===== config.mk =====
export PLATFORM = sky130hd
export DESIGN_NAME = kabf_mul
export DESIGN_NICKNAME = d
export VERILOG_FILES = /design/src/rtl/core/kabf_pkg.sv /design/src/rtl/core/kabf_mul.sv
export SDC_FILE = /design/constraint.sdc
export NUM_CORES = 2
export LEC_CHECK = 0
export BUFFER_PORTS_ARGS = -buffer_cell sky130_fd_sc_hd__buf_4
export CAP_MARGIN = 0
export CELL_PAD_IN_SITES_DETAIL_PLACEMENT = 1
export CELL_PAD_IN_SITES_GLOBAL_PLACEMENT = 1
export CORE_MARGIN = 3
export CORE_UTILIZATION = 43
export CTS_BUF_LIST = sky130_fd_sc_hd__clkbuf_8
export DETAILED_ROUTE_END_ITERATION = 7
export PLACE_DENSITY_LB_ADDON = 0.15
export SYNTH_ARGS = -nofsm -noshare
export SYNTH_HDL_FRONTEND = slang
export SYNTH_SLANG_ARGS = --single-unit

===== constraint.sdc =====
create_clock -name clk -period 13.06 [get_ports clk]
set_input_delay 2.612 -clock clk [delete_from_list [all_inputs] [get_ports clk]]
set_output_delay 2.612 -clock clk [all_outputs]
set_load 0.02 [all_outputs]

===== src/rtl/core/kabf_pkg.sv =====
// kabf_pkg: shared types, constants and saturation helpers for the angle/bias Kalman filter.
// No dependencies; imported by kabf_mul, kabf_div and angle_bias_kalman_filter_top.
`default_nettype none

package kabf_pkg;

    typedef enum logic [1:0]
    {
        ST_IDLE,
        ST_ISSUE,
        ST_WAIT,
        ST_OUT
    } seq_state_t;

    // micro-op sequence, executed in declaration order
    typedef enum logic [3:0]
    {
        OP_ANG,
        OP_P00,
        OP_P11DT,
        OP_P11Q,
        OP_K0,
        OP_K1,
        OP_U00,
        OP_U01,
        OP_U10,
        OP_U11,
        OP_CA,
        OP_CB
    } op_t;

    typedef struct packed
    {
        logic start;
        logic sh40;     // 1: shift by 40, 0: shift by 28
    } mul_ctl_t;

    localparam logic [1:0] REG_STEP_TIME     = 2'd0;
    localparam logic [1:0] REG_ANGLE_NOISE   = 2'd1;
    localparam logic [1:0] REG_BIAS_NOISE    = 2'd2;
    localparam logic [1:0] REG_MEASURE_NOISE = 2'd3;

    localparam logic [31:0] STEP_TIME_RST     = 32'd5368709;
    localparam logic [31:0] ANGLE_NOISE_RST   = 32'd268435;
    localparam logic [31:0] BIAS_NOISE_RST    = 32'd805306;
    localparam logic [31:0] MEASURE_NOISE_RST = 32'd134217728;

    localparam logic signed [47:0] COV_ONE = 48'sh010000000000;
    localparam logic [63:0] CLAMP_LIM = 64'h4000000000000000;

    function automatic logic [63:0] magn(input logic signed [63:0] v);
        return v[63] ? 64'(-v) : 64'(v);
    endfunction

    function automatic logic signed [31:0] sat32(input logic signed [63:0] v);
        if (v > 64'sh000000007FFFFFFF)
            return 32'sh7FFFFFFF;
        else if (v < 64'shFFFFFFFF80000000)
            return 32'sh80000000;
        else
            return v[31:0];
    endfunction

    function automatic logic signed [47:0] sat48(input logic signed [63:0] v);
        if (v > 64'sh00007FFFFFFFFFFF)
            return 48'sh7FFFFFFFFFFF;
        else if (v < 64'shFFFF800000000000)
            return 48'sh800000000000;
        else
            return v[47:0];
    endfunction

endpackage

`default_nettype wire


===== src/rtl/core/kabf_mul.sv =====
// kabf_mul: shared signed multiplier, 64x16 partial product per cycle, rounded shift and clamp.
// Depends on kabf_pkg.
`default_nettype none

module kabf_mul
    import kabf_pkg::*;
(
    input  wire logic               clk,
    input  wire logic               rst_n,
    input  wire mul_ctl_t           ctl,
    input  wire logic signed [63:0] a,
    input  wire logic signed [63:0] b,
    output logic signed [63:0]      result,
    output logic                    done
);

    logic [63:0]  ua_reg;
    logic [63:0]  ub_reg;
    logic         neg_reg;
    logic         sh40_reg;
    logic [127:0] acc_reg;
    logic [1:0]   cnt_reg;
    logic         busy_reg;
    logic         fin_reg;
    logic         done_reg;
    logic signed [63:0] res_reg;

    logic [79:0]  pp;
    logic [128:0] rnd;
    logic [128:0] shifted;
    logic [63:0]  mag;

    assign pp = ua_reg * ub_reg[63:48];

    always_comb
    begin
        rnd     = {1'b0, acc_reg} + (sh40_reg ? (129'd1 << 39) : (129'd1 << 27));
        shifted = sh40_reg ? (rnd >> 40) : (rnd >> 28);
        if ((|shifted[128:64]) || (shifted[63:0] > CLAMP_LIM))
            mag = CLAMP_LIM;
        else
            mag = shifted[63:0];
    end

    always_ff @(posedge clk or negedge rst_n)
    begin
        if (!rst_n)
        begin
            busy_reg <= 1'b0;
            fin_reg  <= 1'b0;
            done_reg <= 1'b0;
            cnt_reg  <= '0;
        end
        else
        begin
            done_reg <= 1'b0;
            if (ctl.start)
            begin
                busy_reg <= 1'b1;
                cnt_reg  <= '0;
            end
            else if (busy_reg)
            begin
                cnt_reg <= cnt_reg + 2'd1;
                if (cnt_reg == 2'd3)
                begin
                    busy_reg <= 1'b0;
                    fin_reg  <= 1'b1;
                end
            end
            else if (fin_reg)
            begin
                fin_reg  <= 1'b0;
                done_reg <= 1'b1;
            end
        end
    end

    always_ff @(posedge clk)
    begin
        if (ctl.start)
        begin
            ua_reg   <= magn(a);
            ub_reg   <= magn(b);
            neg_reg  <= a[63] ^ b[63];
            sh40_reg <= ctl.sh40;
            acc_reg  <= '0;
        end
        else if (busy_reg)
        begin
            acc_reg <= {acc_reg[111:0], 16'b0} + {48'b0, pp};
            ub_reg  <= {ub_reg[47:0], 16'b0};
        end
        else if (fin_reg)
        begin
            res_reg <= neg_reg ? -$signed(mag) : $signed(mag);
        end
    end

    assign result = res_reg;
    assign done   = done_reg;

endmodule

`default_nettype wire


==> results.ini <==
[logic_synthesis]
synth_nets=7597
synth_top_area_share_pct=33.88
seq_area_frac_synth_pct=15.49
async_flop_share_pct=1.529
yosysUniqueCellTypes=99
synth_area_per_cell_sq_um=8.639
yosys_register_bits=327
synth_ff_type=edfxtp_1
synth_top_area_cell=fa_1
synth_area_leaders=fa_1, edfxtp_1, inv_1, nand2_1, dfxtp_1
yosys_warnings=0
synth_enable_flop_cells=194
netlist_instances=6361
netlist_area_sq_um=54950

[routing]
first_pass_iters=5
num_vias=45060
drt_iter0_markers=2526
ant_nets=0
wl_mm=188.8
wl_per_cell_um=23.54
routed_via_density=5.620
drcViolationCount=0

[die]
die_w_um=363.5
die_h_um=363.5
start_util_pct=43.54
row_count=130
io_pins=197
die-area_sq_um=132100
core_area_sq_um=126200

[placement]
hpwlAfterDp_mm=147.8
routabilityCongestion=0.9535
portBuffers=196

[global_route]
overflow=0
grt_pass1_wl_mm=299.9
antenna_found_initial=7
grt_pass1_vias=50530
grt_max_degree=157
grtUsageTotal_pct=29.47

[layout]
area_growth_pct=7.334
layout-drive-gt1-share_pct=6.806
largest_reg_flops=128
mostFrequentLayoutCells=inv_1, fa_1, nand2_1
final_common_cell=inv_1
final_nets=7542
n_fill_cell=14870

[flow_run]
drv_cap=0

[worst_setup_path]
crit_type=flip-flop to flip-flop
worstSetupEndpointType=flip-flop
crit_fanout=50
worstPathRequired_ns=13.73
startpoint_type=flip-flop
critPathArrivalTime_ns=10.34

[clock_network]
clk_pin_slew_ns=0.06
h-tree-depth=3
cts_tree=yes
clk_latency_ns=0.81
cts_buffers=71
cts_resized=0
cts.path.max_buffers=3
clock_sinks=327
cts_hold_buf=0
postCtsSetupRepairBufs=0
cts-root-buf=clkbuf_8

[worst_hold_path]
hp-class=flip-flop to flip-flop

[timing]
tns_ns=0
skew_ns=0.06193
hold_viol=0
slew_headroom_pct=20.82
post-route-period-util_pct=74.05
tightest_slew_ns=1.177
rsz0062_at_grt=no
finalSetupViolations=0
min_period_ns=9.670
fmax_mhz=103.4
drv_slew=0

[status]
outcome=complete, no violations

-- logic make-up after synthesis --
kind of cell / after synthesis / synth area share (%)
flops: 327 / 15.49
simple gates: 2252 / 20.24
buf+inv: 1502 / 10.38
mux: 82 / 1.516
xor+xnor: 336 / 5.369
compound gates: 758 / 9.153
fa+ha+maj: 1104 / 37.84
-- cell type report --
type                    count  area [sq um]  share of cell area [%]
repair buffers            256          1954                   3.313
clock inverters            44         320.3                  0.5431
diodes                      5         12.51                 0.02121
flip-flops and latches    327          8517                   14.44
multi-input cells        4532         40750                   69.08
well taps                1650          2064                   3.500
clock buffers              85          1170                   1.983
inverters                1118          4198                   7.117
-- per-stage QoR --
stage | worst slack, ns | hold WS, ns | cell area (sq um) | std cells | util [%]
3_3_place_gp | 3.579 | 0.4509 | 57480 | 7883 | 45.54
4_1_cts | 3.435 | 0.4729 | 58970 | 8012 | 46.72
5_1_grt | 2.873 | 0.5021 | 58980 | 8014 | 46.72
3_5_place_dp | 3.473 | 0.4637 | 57480 | 7883 | 45.54
6_report | 3.390 | 0.4719 | 58980 | 8017 | 46.73
2_1_floorplan | 4.868 | 0.4411 | 54950 | 6361 | -
-- layer usage --
| layer | GRT usage (%) | vias up | share of wire [%] |
|---|---|---|---|
| li1 | - | 20060 | - |
| met5 | 0 | - | 0.0069 |
| met1 | 36.17 | 23600 | 41 |
| met4 | 11.42 | 2 | 4.3 |
| met2 | 52.68 | 1027 | 51 |
| met3 | 3.684 | 371 | 4.2 |
-- worst paths after layout --
kind,start,to,slack [ns],cells after the start
max,ub_reg[60],acc_reg[75],3.39,24
min,acc_reg[0],acc_reg[0],0.47,2
max reg2reg,ub_reg[60],acc_reg[75],3.39,24
min reg2reg,acc_reg[0],acc_reg[0],0.47,2
max in group asynchronous,rst_n,busy_reg,11.32,1
min in group asynchronous,rst_n,cnt_reg[1],1.62,1
-- synth_stat cells (all sizes together), types with 10 or more instances --
master,n
o211ai,25
ha,174
nor2,314
a31oi,29
and4,22
o22ai,15
a211oi,40
a21oi,175
nand4,93
or4,46
xor2,131
nand3,92
buf,55
xnor2,205
or2,28
edfxtp,194
nand2,914
o31ai,61
fa,930
nor2b,10
clkbuf,329
dfxtp,128
o21ai,160
mux2i,72
and2,389
inv,1117
or3,54
mux2,10
o2111ai,10
a21o,95
nand2b,28
o31a,13
nor4,66
o41ai,20
o21a,15
nor3,122
and3,37
-- critical path, stage by stage (launching register included) --
cell	delay, ns
edfxtp_1	0.76
buf_4	0.70
nand2_1	0.18
fa_1	0.58
inv_1	0.05
fa_1	0.46
fa_1	0.53
fa_1	0.52
fa_1	0.55
inv_1	0.06
fa_1	0.56
inv_1	0.05
ha_1	0.38
a221o_1	0.35
a31oi_1	0.18
o221ai_1	0.20
a311o_1	0.44
a211o_1	0.29
a211oi_1	0.63
nor3_1	0.18
a311oi_1	0.57
o21ai_1	0.34
and4_1	0.29
or4_1	0.41
a32o_1	0.25
Power is not shown: default switching activity piles up to over one toggle a cycle in this logic, so the estimate is an artifact.
