File: src/rtl/core/kabf_pkg.sv
// kabf_pkg: shared types, constants and saturation helpers for the angle/bias Kalman filter.
// No dependencies; imported by kabf_mul, kabf_div and angle_bias_kalman_filter_top.
`default_nettype none

package kabf_pkg;

    typedef enum logic [1:0]
    {
        ST_IDLE,
        ST_ISSUE,
        ST_WAIT,
        ST_OUT
    } seq_state_t;

    // micro-op sequence, executed in declaration order
    typedef enum logic [3:0]
    {
        OP_ANG,
        OP_P00,
        OP_P11DT,
        OP_P11Q,
        OP_K0,
        OP_K1,
        OP_U00,
        OP_U01,
        OP_U10,
        OP_U11,
        OP_CA,
        OP_CB
    } op_t;

    typedef struct packed
    {
        logic start;
        logic sh40;     // 1: shift by 40, 0: shift by 28
    } mul_ctl_t;

    localparam logic [1:0] REG_STEP_TIME     = 2'd0;
    localparam logic [1:0] REG_ANGLE_NOISE   = 2'd1;
    localparam logic [1:0] REG_BIAS_NOISE    = 2'd2;
    localparam logic [1:0] REG_MEASURE_NOISE = 2'd3;

    localparam logic [31:0] STEP_TIME_RST     = 32'd5368709;
    localparam logic [31:0] ANGLE_NOISE_RST   = 32'd268435;
    localparam logic [31:0] BIAS_NOISE_RST    = 32'd805306;
    localparam logic [31:0] MEASURE_NOISE_RST = 32'd134217728;

    localparam logic signed [47:0] COV_ONE = 48'sh010000000000;
    localparam logic [63:0] CLAMP_LIM = 64'h4000000000000000;

    function automatic logic [63:0] magn(input logic signed [63:0] v);
        return v[63] ? 64'(-v) : 64'(v);
    endfunction

    function automatic logic signed [31:0] sat32(input logic signed [63:0] v);
        if (v > 64'sh000000007FFFFFFF)
            return 32'sh7FFFFFFF;
        else if (v < 64'shFFFFFFFF80000000)
            return 32'sh80000000;
        else
            return v[31:0];
    endfunction

    function automatic logic signed [47:0] sat48(input logic signed [63:0] v);
        if (v > 64'sh00007FFFFFFFFFFF)
            return 48'sh7FFFFFFFFFFF;
        else if (v < 64'shFFFF800000000000)
            return 48'sh800000000000;
        else
            return v[47:0];
    endfunction

endpackage

`default_nettype wire

File: src/rtl/core/kabf_div.sv
// kabf_div: radix-2 restoring divider, round(num * 2^40 / den) half away from zero, clamped.
// Depends on kabf_pkg.
`default_nettype none

module kabf_div
    import kabf_pkg::*;
(
    input  wire logic               clk,
    input  wire logic               rst_n,
    input  wire logic               start,
    input  wire logic signed [63:0] num,
    input  wire logic signed [63:0] den,
    output logic signed [63:0]      result,
    output logic                    done
);

    localparam int DIV_STEPS = 104;

    logic [103:0] dvd_reg;
    logic [63:0]  ud_reg;
    logic [64:0]  r_reg;
    logic [63:0]  q_reg;
    logic         ovf_reg;
    logic         neg_reg;
    logic [6:0]   cnt_reg;
    logic         busy_reg;
    logic         fin_reg;
    logic         done_reg;
    logic signed [63:0] res_reg;

    logic [64:0] r2;
    logic        ge;
    logic        rnd;
    logic [64:0] qr;
    logic [63:0] mag;

    always_comb
    begin
        r2  = {r_reg[63:0], dvd_reg[103]};
        ge  = r2 >= {1'b0, ud_reg};
        rnd = r_reg[63:0] >= (ud_reg - r_reg[63:0]);
        qr  = {1'b0, q_reg} + {64'b0, rnd};
        if (ovf_reg || (qr > {1'b0, CLAMP_LIM}))
            mag = CLAMP_LIM;
        else
            mag = qr[63:0];
    end

    always_ff @(posedge clk or negedge rst_n)
    begin
        if (!rst_n)
        begin
            busy_reg <= 1'b0;
            fin_reg  <= 1'b0;
            done_reg <= 1'b0;
            cnt_reg  <= '0;
        end
        else
        begin
            done_reg <= 1'b0;
            if (start)
            begin
                busy_reg <= 1'b1;
                cnt_reg  <= '0;
            end
            else if (busy_reg)
            begin
                cnt_reg <= cnt_reg + 7'd1;
                if (cnt_reg == 7'(DIV_STEPS - 1))
                begin
                    busy_reg <= 1'b0;
                    fin_reg  <= 1'b1;
                end
            end
            else if (fin_reg)
            begin
                fin_reg  <= 1'b0;
                done_reg <= 1'b1;
            end
        end
    end

    always_ff @(posedge clk)
    begin
        if (start)
        begin
            dvd_reg <= {magn(num), 40'b0};
            ud_reg  <= magn(den);
            neg_reg <= num[63] ^ den[63];
            r_reg   <= '0;
            q_reg   <= '0;
            ovf_reg <= 1'b0;
        end
        else if (busy_reg)
        begin
            if (q_reg > CLAMP_LIM)
                ovf_reg <= 1'b1;
            dvd_reg <= {dvd_reg[102:0], 1'b0};
            r_reg   <= ge ? (r2 - {1'b0, ud_reg}) : r2;
            q_reg   <= {q_reg[62:0], ge};
        end
        else if (fin_reg)
        begin
            res_reg <= neg_reg ? -$signed(mag) : $signed(mag);
        end
    end

    assign result = res_reg;
    assign done   = done_reg;

endmodule

`default_nettype wire

File: config.mk
export PLATFORM = sky130hd
export DESIGN_NAME = kabf_div
export DESIGN_NICKNAME = d
export VERILOG_FILES = /design/src/rtl/core/kabf_pkg.sv /design/src/rtl/core/kabf_div.sv
export SDC_FILE = /design/constraint.sdc
export NUM_CORES = 1
export LEC_CHECK = 0
export ABC_AREA = 1
export BUFFER_PORTS_ARGS = -buffer_cell sky130_fd_sc_hd__buf_2
export CAP_MARGIN = 40
export CORE_UTILIZATION = 50
export CTS_CLUSTER_SIZE = 40
export DETAILED_ROUTE_END_ITERATION = 6
export PLACE_DENSITY = 0.68
export SLEW_MARGIN = 20
export SYNTH_ARGS = -nofsm -noshare
export SYNTH_HDL_FRONTEND = slang
export SYNTH_SLANG_ARGS = --single-unit
export TNS_END_PERCENT = 1
File: constraint.sdc
create_clock -name clk -period 13 [get_ports clk]
set_clock_uncertainty 0.2 [all_clocks]
set_input_delay 1.3 -clock clk [delete_from_list [all_inputs] [get_ports clk]]
set_output_delay 1.3 -clock clk [all_outputs]
set_load 0.02 [all_outputs]
==> impl_metrics.csv, run 1 <==
group,metric,value,unit
timing,timing.max_slew.rel_slack,45.4,%
synthesis,synth-seq-cells,332,
clocking,ctsLongestPathBuffers,3,
power,power-per-cell-area,178,mW/mm²
detailed_routing,via_per_inst,5.55,
timing,layout_min_cycle_time,10.04,ns
power,power.clock.fraction,20.1,%
timing,unrepaired_setup_endpoints_after_global_routing,"false",
clocking,cts.sink_count,332,
synthesis,post_synth_and_or_nand_nor_area_fraction,26.7,%
detailed_routing,remaining_drc_errors,0,
timing,timing_max_transition_violations_final,0,
layout,layout.cell_area.non_filler,0.0320,mm²
synthesis,number_of_flops_mapped_to_enable_cells_by_yosys,193,
global_routing,number_of_antenna_violations_at_the_first_check_in_global_routing,1,
clocking,insertion_delay,0.59,ns
layout,n_fill_cell,5725,
power,pwr-share-comb,54.9,%
clocking,tritoncts,"built",
run_status,run_status,"finished clean",
die,die_x,242,µm
die,die_height,242,µm
synthesis,postSynthNetCount,4546,
global_routing,grt_first_pass_wirelength,145,mm
timing,timing.setup.tns,0,ns
setup_path,critical_path_class,"flop to flop",
timing,setup_violations,0,
detailed_routing,vias,28700,
timing,final.period_utilization,77.2,%
layout,finalNetCount,4708,
layout,post_route_cells_drive_above_1_share,7.55,%
timing,final_report_hold_violation_count,0,
synthesis,synth_top_family_by_area,"simple AND/OR/NAND/NOR gates",
die,initial_utilization,50.9,%
detailed_routing,drt-pass1-iter-count,7,
timing,worst_pin_slew,0.819,ns
clocking,cts.root.buffer_cell,"sky130_fd_sc_hd__clkbuf_16",
clocking,ctsResizeCount,0,
detailed_routing,antenna_left,0,
die,placeable_core_region,0.0567,mm²
worst_hold_path,hold_class,"flop to flop",
detailed_routing,dr.first_iter.drc_count,2328,
global_routing,first_global_vias,26900,
global_routing,grt_overflow_total,0,
setup_path,cpMostUsedCell,"sky130_fd_sc_hd__nand2_1",
synthesis,area_fraction_in_compound_gates_after_synthesis,17.2,%
timing,final_worst_hold_slack,0.289,ns
timing,max_freq,99.6,MHz
setup_path,timing.critical_path.fanout_max,29,
clocking,h_tree_depth_reported_by_cts,2,
setup_path,worstSetupEndpointType,"flop",
power,net-switching-power,0.00257,W
synthesis,synthDominantCellAreaShare,20.1,%
synthesis,synth_area_leader_cell,"sky130_fd_sc_hd__edfxtp_1",
layout,antenna_cells_inserted,0,
synthesis,synth.cell_area,0.0289,mm²
power,internal_power,0.00313,W
detailed_routing,routed_wirelength,91.7,mm
setup_path,critical_path.top_delay_family,"simple AND/OR/NAND/NOR gates",
clocking,cts.repair_timing.setup_buffer_count,0,
synthesis,multiplexer_area_fraction_after_synthesis,0,%
power,seq_power_share,25.0,%
setup_path,cp.required,13.12,ns
die,design.die.area,0.0587,mm²
power,ir_drop,123,µV
placed_design,place_ws,3.18,ns
timing,pnr_worst_setup_slack,2.96,ns
synthesis,synthFlopType,"sky130_fd_sc_hd__edfxtp_1",
placed_design,weighted_congestion_at_the_end_of_routability_driven_global_placement,1.01,
setup_path,launching_element_type_of_the_critical_path,"flop",
layout,flow.area_growth_from_synthesis,10.9,%
synthesis,sequential_fraction_of_the_synthesis_area,29.9,%
synthesis,ys_types,56,
die,floorplan.rows,87,
synthesis,yosys.area_share.xor_xnor,8.64,%
synthesis,synth_adder_area_share,8.67,%
clocking,cts-hold-fix-buffers,0,
synthesis,share_of_synthesized_registers_carrying_an_async_set_or_reset,3.01,%
power,leakage,14.4,nW
flow_run,max_cap_violations,0,
synthesis,syn-mean-instance-area,6.85,µm²
setup_path,cp_num_buf_inv,5,
synthesis,netlist_instances,4216,
synthesis,netlist_top_cells_area,"sky130_fd_sc_hd__edfxtp_1, sky130_fd_sc_hd__nand2_1, sky130_fd_sc_hd__dfxtp_1, sky130_fd_sc_hd__ha_1, sky130_fd_sc_hd__inv_1",
setup_path,crit_path_max_incr_delay,0.50,ns
global_routing,grt_util_all_layers,30.7,%
detailed_routing,detail_route.wl_per_cell,17.7,µm
setup_path,cp_data_arrival_time,10.16,ns
global_routing,grt_max_degree,107,
clocking,cts-buffers-inserted,39,
placed_design,place.port_buffers,195,
synthesis,yosys_warnings,0,
placed_design,post-dp-hpwl,74.3,mm
die,boundaryPins,196,
setup_path,cell_type_of_the_slowest_stage_on_the_worst_timing_path,"sky130_fd_sc_hd__nand2_2",
placed_design,postPlaceCellArea,0.0306,mm²
power,swShare,45.1,%
clocking,clock_transition_time_at_the_flip_flop_clock_pins_of_the_worst_setup_and_hold_paths,0.06,ns
-- layout make-up --
| class | instances | area [µm²] | area share, % |
|---|---|---|---|
| flip-flops and latches | 332 | 8630 | 26.9 |
| multi-input cells | 3207 | 17700 | 55.2 |
| repair buffers | 216 | 1250 | 3.90 |
| clock buffers | 50 | 1070 | 3.34 |
| well taps | 756 | 946 | 2.95 |
| inverters | 582 | 2190 | 6.84 |
| clock inverters | 22 | 255 | 0.797 |
-- placed cells by master (no fill, tap or decap), drive strengths merged, types with 63 or more instances in the layout --
cell and count:
dfxtp 129, nor3 63, xor2 151, edfxtp 193, inv 579, o21ai 280
buf 216, ha 197, nor2 564, nand2 948, o22ai 107, nand3 153
a21oi 273, xnor2 134
-- worst reg2reg max path: cells and delay by family, from the launching register on --
| kind | cells | cell delay [ns] |
|---|---|---|
| adders and majority gates | 4 | 1.16 |
| xor gates and xnor gates | 1 | 0.18 |
| AOI/OAI and AO/OA | 10 | 2.68 |
| buffers and inverters | 5 | 0.31 |
| and+or+nand+nor | 31 | 4.82 |
| DFF | 1 | 0.42 |
-- through the flow --
stage / cells / total power, W / utilization, %
after global placement: 5087 / 0.00450 / 53.8
final: 5165 / 0.00570 / 56.5
after global routing: 5165 / 0.00617 / 56.5
after CTS: 5161 / 0.00568 / 56.3
after detailed placement: 5089 / 0.00451 / 53.9
after floorplan: 4216 / 0.00372 / -
-- synth_stat cells, types with 52 or more instances --
master	n
sky130_fd_sc_hd__nand3_1	151
sky130_fd_sc_hd__xnor2_1	134
sky130_fd_sc_hd__a31oi_1	52
sky130_fd_sc_hd__edfxtp_1	193
sky130_fd_sc_hd__o21ai_0	260
sky130_fd_sc_hd__o22ai_1	107
sky130_fd_sc_hd__dfxtp_1	129
sky130_fd_sc_hd__nor3_1	63
sky130_fd_sc_hd__nand4_1	52
sky130_fd_sc_hd__xor2_1	151
sky130_fd_sc_hd__ha_1	197
sky130_fd_sc_hd__a21oi_1	271
sky130_fd_sc_hd__nor2_1	551
sky130_fd_sc_hd__inv_1	570
sky130_fd_sc_hd__clkbuf_1	68
sky130_fd_sc_hd__nand2_1	941
-- power by group through the flow --
stage | combinational, W | sequential (W) | clock [W]
CTS | 0.00309 | 0.00143 | 0.00117
floorplan | 0.00233 | 0.00139 | 0
global route | 0.00352 | 0.00144 | 0.00121
detailed placement | 0.00307 | 0.00145 | 0
global placement | 0.00306 | 0.00145 | 0
finish | 0.00313 | 0.00143 | 0.00114
-- cell families after synthesis --
| logic type | after synthesis |
|---|---|
| adders and majority gates | 199 |
| DFF | 332 |
| xor gates and xnor gates | 285 |
| buffers and inverters | 677 |
| AOI/OAI and AO/OA | 861 |
| and+or+nand+nor | 1862 |
-- layer usage --
| metal | vias up | track usage [%] | wire (µm) |
|---|---|---|---|
| li1 | 14400 | - | - |
| met1 | 13100 | 44.0 | 43200 |
| met2 | 999 | 47.3 | 39600 |
| met3 | 163 | 4.40 | 6330 |
| met4 | 2 | 9.68 | 2580 |
| met5 | - | 0 | 11 |
-- path summary, 6_finish.rpt --
| check | start | end | slack, ns | cells after the start |
|---|---|---|---|---|
| min reg2reg | fin_reg$_DFFE_PN0P_ | fin_reg$_DFFE_PN0P_ | 0.29 | 2 |
| max reg2reg | ud_reg[0]$_DFFE_PP_ | result[29]$_DFFE_PP_ | 2.96 | 51 |
| max | ud_reg[0]$_DFFE_PP_ | result[29]$_DFFE_PP_ | 2.96 | 51 |
| min in group asynchronous | rst_n | cnt_reg[0]$_DFFE_PN0P_ | 0.37 | 1 |
| min | fin_reg$_DFFE_PN0P_ | fin_reg$_DFFE_PN0P_ | 0.29 | 2 |
| max in group asynchronous | rst_n | cnt_reg[5]$_DFFE_PN0P_ | 12.02 | 1 |
Note: power is estimated with default switching activity, not from simulation.
==> run 2: changes to the inputs <==
Settings changed: PLACE_DENSITY 0.68 to 0.71.
Clock period 13 ns to 8.86 ns, I/O delays scaled along.
==> run 2 against run 1 <==
Non-clock buffer count increased by 110. Combinational power grew 51%. Via count rose by 2.7%. Flip-flop and latch count unchanged. Count of clock-buffer cells in the layout down 1. Final area rose by 3.4%. Wire length rose by 3.0%. Utilization is 1.9 points higher. Power rose by 51%. Critical path depth up 5. Register-to-register slack got worse by 2.4 ns. Critical endpoint is now result[53]$_DFFE_PP_. Largest power group unchanged.
==> impl_metrics.csv, run 2 (synthesis results as in run 1) <==
group,metric,value,unit
timing,timing.max_slew.rel_slack,39.1,%
detailed_routing,drt-pass1-iter-count,6,
timing,worst_pin_slew,0.901,ns
die,initial_utilization,50.9,%
setup_path,critical_path_class,"flop to flop",
clocking,h_tree_depth_reported_by_cts,2,
power,power-per-cell-area,261,mW/mm²
global_routing,grt_util_all_layers,31.4,%
die,boundaryPins,196,
placed_design,place.port_buffers,195,
setup_path,critPathLaunch,"ud_reg[0]$_DFFE_PP_",
clocking,clock_transition_time_at_the_flip_flop_clock_pins_of_the_worst_setup_and_hold_paths,0.06,ns
global_routing,grt_first_pass_wirelength,148,mm
timing,max_freq,120,MHz
detailed_routing,detail_route.wl_per_cell,17.9,µm
clocking,cts.root.buffer_cell,"sky130_fd_sc_hd__clkbuf_16",
setup_path,cp-endpoint,"result[53]$_DFFE_PP_",
global_routing,first_global_vias,27500,
layout,fin_util,58.4,%
run_status,run_status,"finished clean",
setup_path,cell_type_of_the_slowest_stage_on_the_worst_timing_path,"sky130_fd_sc_hd__edfxtp_1",
detailed_routing,vias,29400,
worst_hold_path,worstHoldPathCells,1,
timing,timing_max_transition_violations_final,0,
setup_path,cp.required,9.01,ns
setup_path,register_to_register_path_depth,56,
placed_design,post-dp-hpwl,75.3,mm
detailed_routing,antenna_left,0,
clocking,cts-buffers-inserted,41,
flow_run,max_cap_violations,0,
setup_path,worst_r2r_endpoint,"result[53]$_DFFE_PP_",
layout,flow.area_growth_from_synthesis,14.7,%
detailed_routing,dr.first_iter.drc_count,2443,
clocking,insertion_delay,0.60,ns
clocking,ctsLongestPathBuffers,3,
layout,finalNetCount,4822,
setup_path,rr_startpoint,"ud_reg[0]$_DFFE_PP_",
timing,final_worst_hold_slack,0.286,ns
setup_path,worstSetupEndpointType,"flop",
global_routing,number_of_antenna_violations_at_the_first_check_in_global_routing,2,
layout,mostFrequentLayoutCells,"sky130_fd_sc_hd__nand2_1, sky130_fd_sc_hd__inv_1, sky130_fd_sc_hd__nor2_1, sky130_fd_sc_hd__a21oi_1, sky130_fd_sc_hd__o21ai_0",
setup_path,timing.critical_path.fanout_max,14,
die,placeable_core_region,0.0567,mm²
die,die_height,242,µm
setup_path,timing.reg2reg.setup_slack,0.53,ns
setup_path,crit_path_max_incr_delay,0.41,ns
power,leakage,15.0,nW
timing,layout_min_cycle_time,8.33,ns
die,die_x,242,µm
detailed_routing,via_per_inst,5.57,
detailed_routing,remaining_drc_errors,0,
setup_path,cpMostUsedCell,"sky130_fd_sc_hd__nand2_1",
timing,final_report_hold_violation_count,0,
timing,setup_violations,0,
global_routing,grt_max_degree,105,
placed_design,weighted_congestion_at_the_end_of_routability_driven_global_placement,1.03,
timing,final.period_utilization,94.0,%
die,floorplan.rows,87,
setup_path,cp_data_arrival_time,8.48,ns
power,ir_drop,198,µV
detailed_routing,routed_wirelength,94.4,mm
die,design.die.area,0.0587,mm²
worst_hold_path,hold_class,"flop to flop",
clocking,cts.sink_count,332,
global_routing,grt_overflow_total,0,
setup_path,launching_element_type_of_the_critical_path,"flop",
layout,post_route_cells_drive_above_1_share,10.7,%
clocking,tritoncts,"built",
layout,most_common_library_cell_in_the_layout_ignoring_fill_and_taps,"sky130_fd_sc_hd__nand2_1",
run 2: what timing repair did:
item / CTS / global route
gates cloned: 0 / 2
setup buffers: 1 / 9
pin swaps: 1 / 10
hold buffers: 1 / 0
endpoints found under the hold margin: 10 / 0
setup endpoints to repair: 53 / 63
resized for setup: 3 / 44
run 2: metal layers:
| layer | GRT usage, % | wire length [µm] | part of all wire (%) | up-vias |
|---|---|---|---|---|
| li1 | - | - | - | 14700 |
| met1 | 44.8 | 43800 | 46 | 13500 |
| met2 | 49.1 | 41000 | 43 | 1090 |
| met3 | 4.60 | 7060 | 7.5 | 165 |
| met4 | 9.08 | 2600 | 2.8 | 2 |
| met5 | 0 | 10 | 0.011 | - |
run 2: area by class of cell:
cell class	instances	area (µm²)
repair buffers	326	2100
clock inverters	27	293
fillers	5603	23600
diodes	1	2.50
flip-flops and latches	332	8630
well taps	756	946
multi-input cells	3209	17800
inverters	582	2190
clock buffers	49	1140
run 2: critical path, delay by kind of cell, from the launching register on:
family / cells / cell delay (ns)
and+or+nand+nor: 36 / 3.99
AOI/OAI and AO/OA: 7 / 1.31
adders and majority gates: 5 / 1.25
buffers and inverters: 7 / 0.73
DFF: 1 / 0.41
xor gates and xnor gates: 1 / 0.15
run 2: worst min-delay path by stage:
stage / start / end
global placement: fin_reg$_DFFE_PN0P_ / fin_reg$_DFFE_PN0P_
finish: cnt_reg[3]$_DFFE_PN0P_ / cnt_reg[3]$_DFFE_PN0P_
detailed placement: fin_reg$_DFFE_PN0P_ / fin_reg$_DFFE_PN0P_
global route: den[0] / ud_reg[0]$_DFFE_PP_
floorplan: fin_reg$_DFFE_PN0P_ / fin_reg$_DFFE_PN0P_
CTS: den[0] / ud_reg[0]$_DFFE_PP_
run 2: per-stage QoR:
step | setup WS [ns] | cell area [µm²] | instances | total power [W] | TNS (ns)
after floorplan | 1.30 | 28900 | 4216 | 0.00546 | 0
after global placement | -0.0515 | 31300 | 5185 | 0.00662 | -0.122
after detailed placement | -0.106 | 31400 | 5189 | 0.00668 | -2.29
after CTS | 0.00894 | 32800 | 5267 | 0.00852 | 0
after global routing | -0.0256 | 33100 | 5281 | 0.00931 | -0.0256
final | 0.535 | 33100 | 5282 | 0.00863 | 0
run 2: where the power goes:
part | switching [W] | internal, W
Clock | 0.000748 | 0.00105
Combinational | 0.00292 | 0.00181
Sequential | 0.000191 | 0.00190
Total | 0.00386 | 0.00476
